[src/hw/rtl/kts_pkg.sv]
// kts_pkg: shared constants, types and datapath command codes of the key and tag sorter
package kts_pkg;

  localparam int MAX_PAIRS = 64;
  localparam int IDX_W     = $clog2(MAX_PAIRS);
  localparam int CNT_W     = $clog2(MAX_PAIRS + 1);
  localparam int KEY_W     = 32;
  localparam int TAG_W     = 16;

  localparam int OP_W = 3;
  localparam logic [OP_W-1:0] OP_NONE   = 3'd0;
  localparam logic [OP_W-1:0] OP_READ_I = 3'd1;
  localparam logic [OP_W-1:0] OP_LOAD_I = 3'd2;
  localparam logic [OP_W-1:0] OP_CMP    = 3'd3;
  localparam logic [OP_W-1:0] OP_WB     = 3'd4;
  localparam logic [OP_W-1:0] OP_EMIT   = 3'd5;

  typedef struct packed {
    logic signed [KEY_W-1:0] key;
    logic [TAG_W-1:0]        tag;
  } pair_t;

  typedef struct packed {
    logic            store;
    logic            close;
    logic [OP_W-1:0] op;
  } cmd_t;

  typedef struct packed {
    logic fill_nonzero;
    logic inner_last;
    logic outer_last;
    logic emit_last;
  } sts_t;

endpackage

[src/hw/rtl/kts_datapath.sv]
// kts_datapath: pair memory, index counters, compare and swap, result registers
module kts_datapath import kts_pkg::*; (
  input  logic                    clk_i,
  input  logic                    rst_ni,
  input  cmd_t                    cmd_i,
  output sts_t                    sts_o,
  input  logic signed [KEY_W-1:0] sort_key_i,
  input  logic [TAG_W-1:0]        payload_tag_i,
  output logic signed [KEY_W-1:0] sorted_key_o,
  output logic [TAG_W-1:0]        sorted_tag_o,
  output logic                    end_of_run_o,
  output logic                    result_valid_o
);

  pair_t pair_mem [MAX_PAIRS];

  logic [CNT_W-1:0] fill_q, fill_d;
  logic [CNT_W-1:0] n_q, n_d;
  logic [IDX_W-1:0] i_q, i_d;
  logic [IDX_W-1:0] j_q, j_d;
  logic [IDX_W-1:0] k_q, k_d;
  pair_t            ri_q, ri_d;
  pair_t            rdata_q;
  logic             valid_q, valid_d;
  logic             end_q, end_d;

  logic             not_full;
  logic [IDX_W-1:0] rd_addr;
  logic             wr_en;
  logic [IDX_W-1:0] wr_addr;
  pair_t            wr_data;
  logic             swap;

  assign not_full = fill_q < CNT_W'(MAX_PAIRS);
  assign swap     = ri_q.key > rdata_q.key;

  assign sts_o.fill_nonzero = fill_q != '0;
  assign sts_o.inner_last   = (CNT_W'(j_q) + CNT_W'(1)) == n_q;
  assign sts_o.outer_last   = (CNT_W'(i_q) + CNT_W'(2)) == n_q;
  assign sts_o.emit_last    = (CNT_W'(k_q) + CNT_W'(1)) == n_q;

  always_comb begin
    fill_d  = fill_q;
    n_d     = n_q;
    i_d     = i_q;
    j_d     = j_q;
    k_d     = k_q;
    ri_d    = ri_q;
    valid_d = 1'b0;
    end_d   = 1'b0;
    rd_addr = k_q;
    wr_en   = 1'b0;
    wr_addr = fill_q[IDX_W-1:0];
    wr_data.key = sort_key_i;
    wr_data.tag = payload_tag_i;

    if (cmd_i.store && not_full) begin
      wr_en  = 1'b1;
      fill_d = fill_q + CNT_W'(1);
    end
    if (cmd_i.close) begin
      n_d    = fill_q + CNT_W'(not_full);
      fill_d = '0;
      i_d    = '0;
      j_d    = IDX_W'(1);
      k_d    = '0;
    end

    unique case (cmd_i.op)
      OP_NONE: begin
      end
      OP_READ_I: begin
        rd_addr = i_q;
      end
      OP_LOAD_I: begin
        ri_d    = rdata_q;
        rd_addr = j_q;
      end
      OP_CMP: begin
        if (swap) begin
          wr_en   = 1'b1;
          wr_addr = j_q;
          wr_data = ri_q;
          ri_d    = rdata_q;
        end
        j_d     = j_q + IDX_W'(1);
        rd_addr = j_q + IDX_W'(1);
      end
      OP_WB: begin
        wr_en   = 1'b1;
        wr_addr = i_q;
        wr_data = ri_q;
        i_d     = i_q + IDX_W'(1);
        j_d     = i_q + IDX_W'(2);
        rd_addr = i_q + IDX_W'(1);
      end
      OP_EMIT: begin
        rd_addr = k_q;
        k_d     = k_q + IDX_W'(1);
        valid_d = 1'b1;
        end_d   = sts_o.emit_last;
      end
      default: begin
      end
    endcase
  end

  always_ff @(posedge clk_i) begin
    if (wr_en) begin
      pair_mem[wr_addr] <= wr_data;
    end
    rdata_q <= pair_mem[rd_addr];
    ri_q    <= ri_d;
  end

  always_ff @(posedge clk_i or negedge rst_ni) begin
    if (!rst_ni) begin
      fill_q  <= '0;
      n_q     <= '0;
      i_q     <= '0;
      j_q     <= '0;
      k_q     <= '0;
      valid_q <= 1'b0;
      end_q   <= 1'b0;
    end else begin
      fill_q  <= fill_d;
      n_q     <= n_d;
      i_q     <= i_d;
      j_q     <= j_d;
      k_q     <= k_d;
      valid_q <= valid_d;
      end_q   <= end_d;
    end
  end

  assign sorted_key_o   = rdata_q.key;
  assign sorted_tag_o   = rdata_q.tag;
  assign end_of_run_o   = end_q;
  assign result_valid_o = valid_q;

endmodule

[src/hw/rtl/kts_ctrl.sv]
// kts_ctrl: sequencer for loading, exchange sorting and read-out
module kts_ctrl import kts_pkg::*; (
  input  logic clk_i,
  input  logic rst_ni,
  input  logic start,
  input  logic final_item_i,
  input  sts_t sts_i,
  output cmd_t cmd_o,
  output logic busy
);

  localparam int ST_W = 3;
  localparam logic [ST_W-1:0] S_LOAD = 3'd0;
  localparam logic [ST_W-1:0] S_PREP = 3'd1;
  localparam logic [ST_W-1:0] S_LDI  = 3'd2;
  localparam logic [ST_W-1:0] S_CMP  = 3'd3;
  localparam logic [ST_W-1:0] S_WB   = 3'd4;
  localparam logic [ST_W-1:0] S_EMIT = 3'd5;

  logic [ST_W-1:0] state_q, state_d;

  always_comb begin
    state_d     = state_q;
    cmd_o.store = 1'b0;
    cmd_o.close = 1'b0;
    cmd_o.op    = OP_NONE;
    unique case (state_q)
      S_LOAD: begin
        if (start) begin
          cmd_o.store = 1'b1;
          if (final_item_i) begin
            cmd_o.close = 1'b1;
            state_d     = sts_i.fill_nonzero ? S_PREP : S_EMIT;
          end
        end
      end
      S_PREP: begin
        cmd_o.op = OP_READ_I;
        state_d  = S_LDI;
      end
      S_LDI: begin
        cmd_o.op = OP_LOAD_I;
        state_d  = S_CMP;
      end
      S_CMP: begin
        cmd_o.op = OP_CMP;
        if (sts_i.inner_last) begin
          state_d = S_WB;
        end
      end
      S_WB: begin
        cmd_o.op = OP_WB;
        state_d  = sts_i.outer_last ? S_EMIT : S_LDI;
      end
      S_EMIT: begin
        cmd_o.op = OP_EMIT;
        if (sts_i.emit_last) begin
          state_d = S_LOAD;
        end
      end
      default: begin
        state_d = S_LOAD;
      end
    endcase
  end

  always_ff @(posedge clk_i or negedge rst_ni) begin
    if (!rst_ni) begin
      state_q <= S_LOAD;
    end else begin
      state_q <= state_d;
    end
  end

  assign busy = state_q != S_LOAD;

endmodule

[src/hw/rtl/key_tag_exchange_sorter.sv]
// key_tag_exchange_sorter: top level joining the sequencer and the datapath
//
// Pairs are loaded one word per cycle while busy is low; the word with final_item_i set
// closes the set (at most 64 pairs are kept, later ones are dropped). The block then sorts
// the set in place and streams it out one word per cycle on result_valid_o, with
// end_of_run_o on the last word. Results cannot be held off. Busy stays high while the
// set is sorted and read out; the sort time is set by the compare loop over the
// single-write pair memory, which does one compare per cycle.
// A new set may start in the cycle that shows the last result.
module key_tag_exchange_sorter import kts_pkg::*; (
  input  logic                    clk_i,
  input  logic                    rst_ni,
  input  logic                    start,
  output logic                    busy,
  input  logic signed [KEY_W-1:0] sort_key_i,
  input  logic [TAG_W-1:0]        payload_tag_i,
  input  logic                    final_item_i,
  output logic signed [KEY_W-1:0] sorted_key_o,
  output logic [TAG_W-1:0]        sorted_tag_o,
  output logic                    end_of_run_o,
  output logic                    result_valid_o
);

  cmd_t cmd;
  sts_t sts;

  kts_ctrl u_ctrl (
    .clk_i        (clk_i),
    .rst_ni       (rst_ni),
    .start        (start),
    .final_item_i (final_item_i),
    .sts_i        (sts),
    .cmd_o        (cmd),
    .busy         (busy)
  );

  kts_datapath u_datapath (
    .clk_i          (clk_i),
    .rst_ni         (rst_ni),
    .cmd_i          (cmd),
    .sts_o          (sts),
    .sort_key_i     (sort_key_i),
    .payload_tag_i  (payload_tag_i),
    .sorted_key_o   (sorted_key_o),
    .sorted_tag_o   (sorted_tag_o),
    .end_of_run_o   (end_of_run_o),
    .result_valid_o (result_valid_o)
  );

endmodule

[config.mk]
export PLATFORM = sky130hd
export DESIGN_NAME = key_tag_exchange_sorter
export DESIGN_NICKNAME = d
export VERILOG_FILES = /design/src/hw/rtl/kts_pkg.sv /design/src/hw/rtl/kts_datapath.sv /design/src/hw/rtl/kts_ctrl.sv /design/src/hw/rtl/key_tag_exchange_sorter.sv
export SDC_FILE = /design/constraint.sdc
export NUM_CORES = 2
export LEC_CHECK = 0
export ABC_AREA = 1
export BUFFER_PORTS_ARGS = -buffer_cell sky130_fd_sc_hd__buf_4
export CAP_MARGIN = 20
export CORE_ASPECT_RATIO = 0.8
export CORE_MARGIN = 4
export CORE_UTILIZATION = 35
export CTS_CLUSTER_DIAMETER = 150
export DETAILED_ROUTE_END_ITERATION = 8
export PLACE_DENSITY = 0.58
export SYNTH_ARGS = -nofsm -noshare
export SYNTH_HDL_FRONTEND = slang
export SYNTH_HIERARCHICAL = 1
export SYNTH_SLANG_ARGS = --single-unit
export TNS_END_PERCENT = 30
[constraint.sdc]
create_clock -name clk_i -period 5.6 [get_ports clk_i]
set_input_delay 0.56 -clock clk_i [delete_from_list [all_inputs] [get_ports clk_i]]
set_output_delay 0.56 -clock clk_i [all_outputs]
set_load 0.005 [all_outputs]
==> flow_metrics.tcl <==
set metrics [dict create \
    yosys-top-cells-count "edfxtp_1, nand2_1, nand3_1" \
    finalSetupViolCount 0 \
    synth_top_area_frac 0.6766 \
    grt_pass1_vias 86370 \
    synth.net_count 12520 \
    first_pass_iters 7 \
    cts_sinks 3205 \
    ios 103 \
    syn_area_um2 138500 \
    coreArea_um2 393800 \
    initial_utilization 0.3516 \
    dieHeight_um 570.6 \
    viasPerCell 5.323 \
    drt_iter0_markers 14230 \
    cp-end-kind "register" \
    clock_latency_ps 910 \
    globalRouteMet2Util 0.3309 \
    hpwlAfterDp_mm 248.0 \
    drv_slew 0 \
    wl_per_cell_um 25.93 \
    finalCriticalPeriod_ps 5119 \
    synth_warnings 6 \
    wl_mm 464.6 \
    path_buf_inv 5 \
    syn-instance-count 12430 \
    ys_seq_area_frac 0.6902 \
    slew_headroom 0.2599 \
    timing.final.crit_share 0.9141 \
    ys_seq_elements 3205 \
    synth_edf_count 3120 \
    cpMostUsedCell "nand3_1" \
    drive_gt1_frac 0.08008 \
    nFillCells 37100 \
    cp-start-kind "register" \
    hold_class "in2reg" \
    synthTopCellsByArea "edfxtp_1, nand3_1, nand2_1, inv_1, nand3b_1" \
    cts_root_buffer "clkbuf_16" \
    synth_flop_cell "edfxtp_1" \
    slowest_delay_ps 610 \
    worst_pin_slew_ps 1110 \
    area_growth_pct 13.81 \
    grt_busiest_layer "met2" \
    synth_largest_area_cell "edfxtp_1" \
    max-clock-path-buffers 4 \
    rsz0062_at_grt "no" \
    syn_avg_cell_area_um2 11.14 \
    run_status "finished, final reports clean" \
    hold_violations 0 \
    grt_use_met1 0.3243 \
    crit_type "reg2reg" \
    crit_path_top_delay_cell "a22oi_1" \
    crit_chain "inv_1, ha_1, a22oi_1, inv_2, nand3_2, nand4_4, inv_2, nand2_8, nand2_8, buf_4, buf_12, nand2_1, o211ai_1, nand3_1, nand3_1, nand3_1, nand3_1, nand2_1" \
    cts_tree "done" \
    rows 206 \
    drc_errors 0 \
    grt_max_degree 148 \
    yosysMostFrequentCell "edfxtp_1" \
    fmax_mhz 195.4 \
    met3_usage 0.03851 \
    dr_total_vias 95360 \
    crit_fanout 111 \
    maxCapViolCount 0 \
    skew_ps 65.14 \
    postRouteAntennaNets 0 \
    setup_tns_ps 0 \
    grt_overflow_total 0 \
    grt_usage 0.2213 \
    htreeDepth 5 \
    cts_buffers 315 \
    grt_first_pass_wirelength_mm 654.6 \
    io_buffers 102 \
    async_flop_share 0.01154 \
    cpLargestDelayFamily "simple AND/OR/NAND/NOR gates" \
    grt_antenna_before_repair 17 \
    clkTransAtPathRegs_ps 60 \
    synth.distinct_cells 44 \
    die_width_um 711.2 \
    worstPathArrival_ps 5770 \
    fin_nets 12560 \
    gp_congestion 0.8868 \
    cp.required_ps 6260 \
    die_area_um2 405800 \
]
## layout by cell type (no fill, tap or decap), drive strengths merged
cell,count
edfxtp,3120
nand2,2763
nand3,2386
inv,1802
nand3b,625
buf,487
clkbuf,425
o211ai,337
o21ai,228
nor2,120
clkinv,105
a21oi,74
dfxtp,48
ha,42
dfrtp,37
bufinv,23
xor2,21
nand4,20
o22ai,13
nor3,8
diode,4
xnor2,4
nor4,4
or2,3
o21a,3
clkinvlp,2
o31ai,2
a211oi,2
o221ai,2
dlygate4sd3,1
a22oi,1
a21boi,1
a21o,1
a2111oi,1
a31oi,1
## layout make-up
cell class                 count  area (um^2)  area share
antenna                        4        10.01  0.00006352
inverter                    1791         6761     0.04290
clock buffer                 425         8721     0.05534
sequential                  3205        95580      0.6065
multi-input combinational   6662        33340      0.2115
timing repair buffer         488         5393     0.03422
tap                         5200         6506     0.04128
clock inverter               141         1290    0.008186
## path summary, 6_finish.rpt
path                                                  start                           to  slack [ps]  depth (start not counted)
max in group asynchronous                            rst_ni            u_datapath/i_q[4]        5020                          2
worst min register to register  u_datapath/sorted_tag_o[11]          u_datapath/ri_q[11]         440                          0
worst max register to register            u_ctrl/state_q[1]  u_datapath/sorted_key_o[17]         480                         18
min in group asynchronous                            rst_ni         u_datapath/fill_q[6]         210                          2
worst min-delay path                           final_item_i            u_ctrl/state_q[0]         160                          4
worst max-delay path                      u_ctrl/state_q[1]  u_datapath/sorted_key_o[17]         480                         18
## state kept, by name, summed over array words and instances, names as in the netlist, 7 cells and up
name	count
u_datapath/n_q	7
u_datapath/sorted_tag_o	16
u_datapath/pair_mem	3072
u_datapath/fill_q	7
u_datapath/ri_q	48
u_datapath/sorted_key_o	32
## logic make-up after synthesis
group / share of synthesized area
compound gates: 0.03063
xor+xnor: 0.001581
fa+ha+maj: 0.003795
flops: 0.6902
buf+inv: 0.07351
simple gates: 0.2003
## what timing repair did
item                                    4_1_cts  5_1_grt
endpoints found under the hold margin        37        0
hold buffers                                  1        0
setup buffers                                 0        0
gates resized for setup                       0        0
endpoints found under the setup margin        0        0
## worst min-delay path, stage by stage
cell,delay (ps)
buf_4,80
nand2_1,80
nand3_1,110
a21boi_1,150
## layer usage
metal  wire [um]  vias to the layer above
met4       17450                        4
li1            -                    42570
met2      200400                     5270
met3       49550                      722
met1      197200                    46790
met5          26                        -
## metrics by stage
stage | util | hold WS [ps] | worst slack [ps] | std cells | cell area, um^2
final | 0.4001 | 164.7 | 481.3 | 17920 | 157600
after global routing | 0.4001 | 173.9 | 247.6 | 17910 | 157600
after CTS | 0.4001 | 120.9 | 598.4 | 17910 | 157600
after detailed placement | 0.3747 | 422.5 | 626.0 | 17350 | 147600
after global placement | 0.3747 | 424.1 | 555.5 | 17350 | 147600
after floorplan | - | 264.4 | 825.6 | 12430 | 138500
Power is left out: the tool's default activity adds up to more than one toggle a clock period on the data nets, which glitch-free logic cannot reach.
